===== config.mk =====
export PLATFORM = sky130hd
export DESIGN_NAME = hptd_ctrl
export DESIGN_NICKNAME = d
export VERILOG_FILES = /design/src/hptd_pkg.sv /design/src/hptd_ctrl.sv
export SDC_FILE = /design/constraint.sdc
export NUM_CORES = 1
export LEC_CHECK = 0
export ABC_AREA = 1
export BUFFER_PORTS_ARGS = -buffer_cell sky130_fd_sc_hd__buf_2
export CORE_ASPECT_RATIO = 0.8
export CORE_UTILIZATION = 33
export CTS_CLUSTER_SIZE = 10
export DETAILED_ROUTE_END_ITERATION = 8
export PLACE_DENSITY = 0.66
export SETUP_SLACK_MARGIN = 0.1
export SYNTH_ARGS = -nofsm -noshare
export SYNTH_HDL_FRONTEND = slang
export SYNTH_SLANG_ARGS = --single-unit

===== constraint.sdc =====
create_clock -name clk -period 2.8 [get_ports clk]
set_input_delay 0.56 -clock clk [delete_from_list [all_inputs] [get_ports clk]]
set_output_delay 0.56 -clock clk [all_outputs]
set_load 0.01 [all_outputs]

===== src/hptd_pkg.sv =====
// ----------------------------------------------------------------------------
// hptd_pkg
// Shared constants and controller/datapath interface types for the
// parent-table Huffman decoder.
// ----------------------------------------------------------------------------
package hptd_pkg;

    localparam int ALPHABET_SIZE = 256;
    localparam int WALK_LIMIT    = 256;
    localparam int TABLE_DEPTH   = 2 * ALPHABET_SIZE - 1;
    localparam int STEP_W        = $clog2(WALK_LIMIT + 1);

    localparam logic [1:0] REQ_LOAD  = 2'd0;
    localparam logic [1:0] REQ_BUILD = 2'd1;
    localparam logic [1:0] REQ_DATA  = 2'd2;
    localparam logic [1:0] REQ_RSVD  = 2'd3;

    localparam logic [1:0] ST_OK    = 2'd0;
    localparam logic [1:0] ST_SELF  = 2'd1;
    localparam logic [1:0] ST_EMPTY = 2'd2;
    localparam logic [1:0] ST_LIMIT = 2'd3;

    localparam logic [7:0] NO_PARENT = 8'd255;
    localparam logic [7:0] ROOT_SLOT = 8'd255;

    typedef struct packed {
        logic       take_in;
        logic       clear_valid;
        logic       leaf_init;
        logic       leaf_rd;
        logic       leaf_next;
        logic       chain_start;
        logic       step_rd;
        logic       step_ev;
        logic       root_rd;
        logic       root_wr;
        logic       set_status;
        logic [1:0] status;
        logic       finish;
        logic       dec_start;
        logic       dec_step;
        logic       dec_emit;
    } hptd_cmd_t;

    typedef struct packed {
        logic ptab_none;
        logic self_parent;
        logic leaf_last;
        logic limit_hit;
        logic any_leaf;
        logic dec_ready;
        logic dec_leaf;
        logic dec_final;
        logic sym_one;
        logic out_free;
    } hptd_stat_t;

endpackage


===== src/hptd_ctrl.sv =====
// ----------------------------------------------------------------------------
// hptd_ctrl
// Sequencer for table load, tree build walk and bit-serial decode.
// ----------------------------------------------------------------------------
module hptd_ctrl (
    input  logic                 clk,
    input  logic                 rst_n,
    input  logic                 req_valid,
    output logic                 req_ready,
    input  logic [1:0]           req_type,
    input  hptd_pkg::hptd_stat_t stat,
    output hptd_pkg::hptd_cmd_t  cmd
);

    localparam logic [3:0] S_IDLE     = 4'd0;
    localparam logic [3:0] S_CLR      = 4'd1;
    localparam logic [3:0] S_LEAF_RD  = 4'd2;
    localparam logic [3:0] S_LEAF_CHK = 4'd3;
    localparam logic [3:0] S_STEP_RD  = 4'd4;
    localparam logic [3:0] S_STEP_EV  = 4'd5;
    localparam logic [3:0] S_ROOT_RD  = 4'd6;
    localparam logic [3:0] S_ROOT_WR  = 4'd7;
    localparam logic [3:0] S_FIN      = 4'd8;
    localparam logic [3:0] S_DEC_RD   = 4'd9;
    localparam logic [3:0] S_DEC_BIT  = 4'd10;

    logic [3:0] state_reg;
    logic [3:0] state_next;

    assign req_ready = (state_reg == S_IDLE);

    always_comb
    begin
        state_next = state_reg;
        cmd        = '0;
        unique case (state_reg)
            S_IDLE:
            begin
                if (req_valid)
                begin
                    cmd.take_in = 1'b1;
                    if (req_type == hptd_pkg::REQ_BUILD)
                    begin
                        state_next = S_CLR;
                    end
                    else if (req_type == hptd_pkg::REQ_DATA && stat.dec_ready)
                    begin
                        cmd.dec_start = 1'b1;
                        state_next    = S_DEC_RD;
                    end
                end
            end
            S_CLR:
            begin
                cmd.clear_valid = 1'b1;
                cmd.leaf_init   = 1'b1;
                state_next      = S_LEAF_RD;
            end
            S_LEAF_RD:
            begin
                cmd.leaf_rd = 1'b1;
                state_next  = S_LEAF_CHK;
            end
            S_LEAF_CHK:
            begin
                if (!stat.ptab_none)
                begin
                    cmd.chain_start = 1'b1;
                    state_next      = S_STEP_RD;
                end
                else if (stat.leaf_last)
                begin
                    state_next = S_ROOT_RD;
                end
                else
                begin
                    cmd.leaf_next = 1'b1;
                    state_next    = S_LEAF_RD;
                end
            end
            S_STEP_RD:
            begin
                if (stat.limit_hit)
                begin
                    cmd.set_status = 1'b1;
                    cmd.status     = hptd_pkg::ST_LIMIT;
                    state_next     = S_FIN;
                end
                else
                begin
                    cmd.step_rd = 1'b1;
                    state_next  = S_STEP_EV;
                end
            end
            S_STEP_EV:
            begin
                cmd.step_ev = 1'b1;
                if (stat.self_parent)
                begin
                    cmd.set_status = 1'b1;
                    cmd.status     = hptd_pkg::ST_SELF;
                    state_next     = S_FIN;
                end
                else if (!stat.ptab_none)
                begin
                    state_next = S_STEP_RD;
                end
                else if (stat.leaf_last)
                begin
                    state_next = S_ROOT_RD;
                end
                else
                begin
                    cmd.leaf_next = 1'b1;
                    state_next    = S_LEAF_RD;
                end
            end
            S_ROOT_RD:
            begin
                if (!stat.any_leaf)
                begin
                    cmd.set_status = 1'b1;
                    cmd.status     = hptd_pkg::ST_EMPTY;
                    state_next     = S_FIN;
                end
                else
                begin
                    cmd.root_rd = 1'b1;
                    state_next  = S_ROOT_WR;
                end
            end
            S_ROOT_WR:
            begin
                cmd.root_wr    = 1'b1;
                cmd.set_status = 1'b1;
                cmd.status     = hptd_pkg::ST_OK;
                state_next     = S_FIN;
            end
            S_FIN:
            begin
                if (stat.out_free)
                begin
                    cmd.finish = 1'b1;
                    state_next = S_IDLE;
                end
            end
            S_DEC_RD:
            begin
                state_next = S_DEC_BIT;
            end
            S_DEC_BIT:
            begin
                if (!stat.dec_leaf || stat.out_free)
                begin
                    cmd.dec_step = 1'b1;
                    cmd.dec_emit = stat.dec_leaf;
                    if (stat.dec_final || (stat.dec_leaf && stat.sym_one))
                    begin
                        state_next = S_IDLE;
                    end
                end
            end
            default:
            begin
                state_next = S_IDLE;
            end
        endcase
    end

    always_ff @(posedge clk or negedge rst_n)
    begin
        if (!rst_n)
        begin
            state_reg <= S_IDLE;
        end
        else
        begin
            state_reg <= state_next;
        end
    end

endmodule


**Yosys cells after proc, flatten, opt, wreduce, memory -nomap -nowiden**

Cells that the tools add are included.

- Output and inout bits: 18
- Flip-flop bits (word level): 4
- Input bits: 15

- Mux-type cells: 40
- Equality and inequality tests: 17
- Reduce and logical (&&, ||, !) cells: 7

Operator list:

| operator | count |
|---|---|
| $pmux 4 s11 | 1 |
| $mux 4 | 9 |
| $mux 1 | 20 |
| $eq 4x3->1 const B | 4 |
| $mux 3 | 5 |
| $eq 4x4->1 const B | 3 |
| $pmux 3 s4 | 1 |
| $eq 4x2->1 const B | 2 |
| $ne 2x2->1 const B | 4 |
| $mux 2 | 3 |
| $reduce_and 5->1 | 1 |
| $eq 4x1->1 const B | 1 |
| $logic_not 4->1 | 1 |
| $ne 3x1->1 const B | 1 |
| $eq 2x1->1 const B | 1 |
| $eq 2x2->1 const B | 1 |
| $logic_and 1x1->1 | 2 |
| $logic_or 1x1->1 | 2 |
| $pmux 1 s2 | 1 |
| $logic_not 1->1 | 1 |

**Depth between registers and ports, before layout**

- Word-level depth: 6
- Mapped depth: 9

**Worst setup path before layout**

OpenSTA, ideal clock, no wires.

- Path kind: reg2out
- Start point: register state_reg[3]
- End point: output cmd[15] (netlist bit)
- Cell stages (with the launch flop): 5
- Buffers on the path: 1
- Arrival: 1.198 ns
- Slack: 1.042 ns
- Cells stage by stage: dfrtp_1 nor2_2 inv_2 nor3_1 buf_4

RTL lines:

| element | line | source |
|---|---|---|
| from (decl) | hptd_ctrl.sv:27 | `logic [3:0] state_reg;` |
| from (signal assigned) | hptd_ctrl.sv:178 | `state_reg <= state_next;` |
| to (decl) | hptd_ctrl.sv:12 | `output hptd_pkg::hptd_cmd_t cmd` |

==> metrics <==
Clock Pin Slew Worst Setup and Hold Paths 0.04 ns; Synthesized Nets 109; Startpoint Class flip-flop; Routed WL 1280 µm; Final ANT Viol Nets 0; Post-Synth Adder-Cell Area 0%; Die Span X 47.0 µm; P&R area growth vs syn 35.5%; fmax 491 MHz; post-CTS setup-driven buffer insertion count 0; gr ovfl total 0; Fin Hold WS 0.128 ns; # rows 12; final hold vios 0; WL per Instance 8.66 µm; cts hold-fix bufs 0; I/O pin count 33; largest net degree at the start of global routing 9; Pwr per Cell Area 847 nW/µm²; Lkg Pwr 0.487 nW; post-synthesis sequential area ratio 18.7%; synthesized area 536 µm²; DRT Pass-1 Iters 4; Slew HR 80.3%; Post-DP Area 703 µm²; HPWL Detailed 1130 µm; CTS tree done; Synth Area in Compound Gates 6.78%; ant diodes 0; Cells after Synth 94; Worst VDD drop 0.497 mV; synth top area cells dfrtp_1 (19%), nand2_1 (16%), inv_1 (13%); initial core utilization 36.8%; Synth Area in XOR/XNOR 0%; post-route clock skew 0.00202 ns; outcome finished, final reports clean; Worst Reg2Reg Path Length in Cells 7; RSZ-0062 raised after global routing no; Final Cycle Share 72.7%; critical path data arrival time 1.48 ns; Final Util 49.8%; Core Box Area 1460 µm²; post-synthesis simple-gate area fraction 54.9%; Initial DRC Count 16; layout cells sized above 1 39.4%; # setup viols final 0; die height 38.0 µm; Post-Syn Area per Cell 5.70 µm²; CTS root buf clkbuf_4; post-synthesis mux area share 0%; maxcap violations 0; Setup TNS Final 0 ns; area leader, netlist dfrtp_1; required time worst endpoint 2.24 ns; Clk Latency, worst-skew pair 0.23 ns; Worst-Margin Slew 0.296 ns; largest family of logic cells by synthesized area simple AND/OR/NAND/NOR gates; CP Class reg2out; die area 1790 µm²; Max clock buf depth 2; via-per-instance ratio 4.38; vias in the first global route 495; synth unique cells 19; Resize count post-CTS 0; peak fanout along the critical path 6; IO Port Bufs 32; H-tree levels 1; element type at the critical path end primary output; share of the synthesized area in the top cell type 18.7%; first-pass GRT wire length 2060 µm; Hold WC Path Type in2async; Seq cells post-synth 4; fin nets 144; max reg flops 4; Warnings, synthesis 0; Slew Viols, Final 0; gr usage total 16.2%; clk sinks 4; Num CTS Buffers 3; RD Place Congestion 0.823; antenna violations before repair 0; Finished Cell Area 726 µm²; Remaining DRCs 0; post-layout min period 2.04 ns; vias 648
-- worst max-delay path, cell delays in order (launching register included) --
cell and delay [ns]:
dfrtp_1 0.44, inv_2 0.09, nor2_4 0.12, nand2_1 0.10, o21ai_2 0.16, nor3b_2 0.18, buf_2 0.15
-- where the power goes --
group / internal [mW] / switching, mW / total [mW] / leakage, nW
Combinational: 0.153 / 0.261 / 0.414 / 0.422
Clock: 0.0478 / 0.0209 / 0.0687 / 0.0138
Sequential: 0.0847 / 0.0470 / 0.132 / 0.0514
-- Yosys cell counts --
cell type	instances
nor3b_2	1
o21ai_2	1
nor2_1	12
o211ai_1	1
a21oi_1	2
nand3_2	2
inv_1	19
nor2_2	2
nand2_1	23
o21ai_0	2
buf_6	1
inv_2	4
dfrtp_1	4
buf_4	1
nor2_4	3
nor3_1	3
nand4_1	1
nand2_2	2
nand3_1	10
-- per-stage QoR --
stage / setup slack [ns] / instances / total power, mW
2_1_floorplan: 1.04 / 94 / 0.449
3_3_place_gp: 1.04 / 145 / 0.547
3_5_place_dp: 1.03 / 145 / 0.549
4_1_cts: 0.781 / 148 / 0.620
5_1_grt: 0.660 / 148 / 0.695
6_report: 0.764 / 148 / 0.615
-- path summary, 6_finish.rpt --
path | start | to | slack, ns
setup / recovery | state_reg[0]$_DFFE_PN0P_ | cmd[12] | 0.76
hold / removal | rst_n | state_reg[3]$_DFFE_PN0P_ | 0.13
setup reg to reg | state_reg[1]$_DFFE_PN0P_ | state_reg[0]$_DFFE_PN0P_ | 1.50
hold reg to reg | state_reg[3]$_DFFE_PN0P_ | state_reg[3]$_DFFE_PN0P_ | 0.63
max in group asynchronous | rst_n | state_reg[0]$_DFFE_PN0P_ | 2.55
min in group clk | stat[9] | state_reg[1]$_DFFE_PN0P_ | 0.59
-- layout make-up --
cell class                      count  area (µm²)
Sequential cell                     4         100
Inverter                           23        86.3
Clock buffer                        3        22.5
Timing Repair Buffer               32         160
Multi-Input combinational cell     65         330
Fill cell                         161         731
Tap cell                           21        26.3
-- cells by family after synthesis --
| logic type | Yosys count |
|---|---|
| flip-flops | 4 |
| AO/OA/AOI/OAI | 6 |
| buffers and inverters | 25 |
| AND/OR/NAND/NOR | 59 |
-- cell usage in the layout (no fill, tap or decap) --
master	Yosys	final
a21oi_1	2	2
buf_2	0	32
clkbuf_4	0	3
dfrtp_1	4	4
inv_1	19	19
inv_2	4	4
nand2_1	23	23
nand2_2	2	2
nand3_1	10	10
nand3_2	2	2
nand4_1	1	1
nor2_1	12	12
nor2_2	2	2
nor2_4	3	3
nor3_1	3	3
nor3b_2	1	1
o211ai_1	1	1
o21ai_0	2	2
o21ai_2	1	1
-- metal layers --
layer | share of wire [%] | track usage [%] | routed length, µm
met5 | 0 | 0 | 0
met4 | 0 | 4.29 | 0
met3 | 7.2 | 1.42 | 92
met2 | 43 | 24.0 | 550
met1 | 50 | 24.7 | 639
No activity file was read; power rests on OpenSTA's default activity.
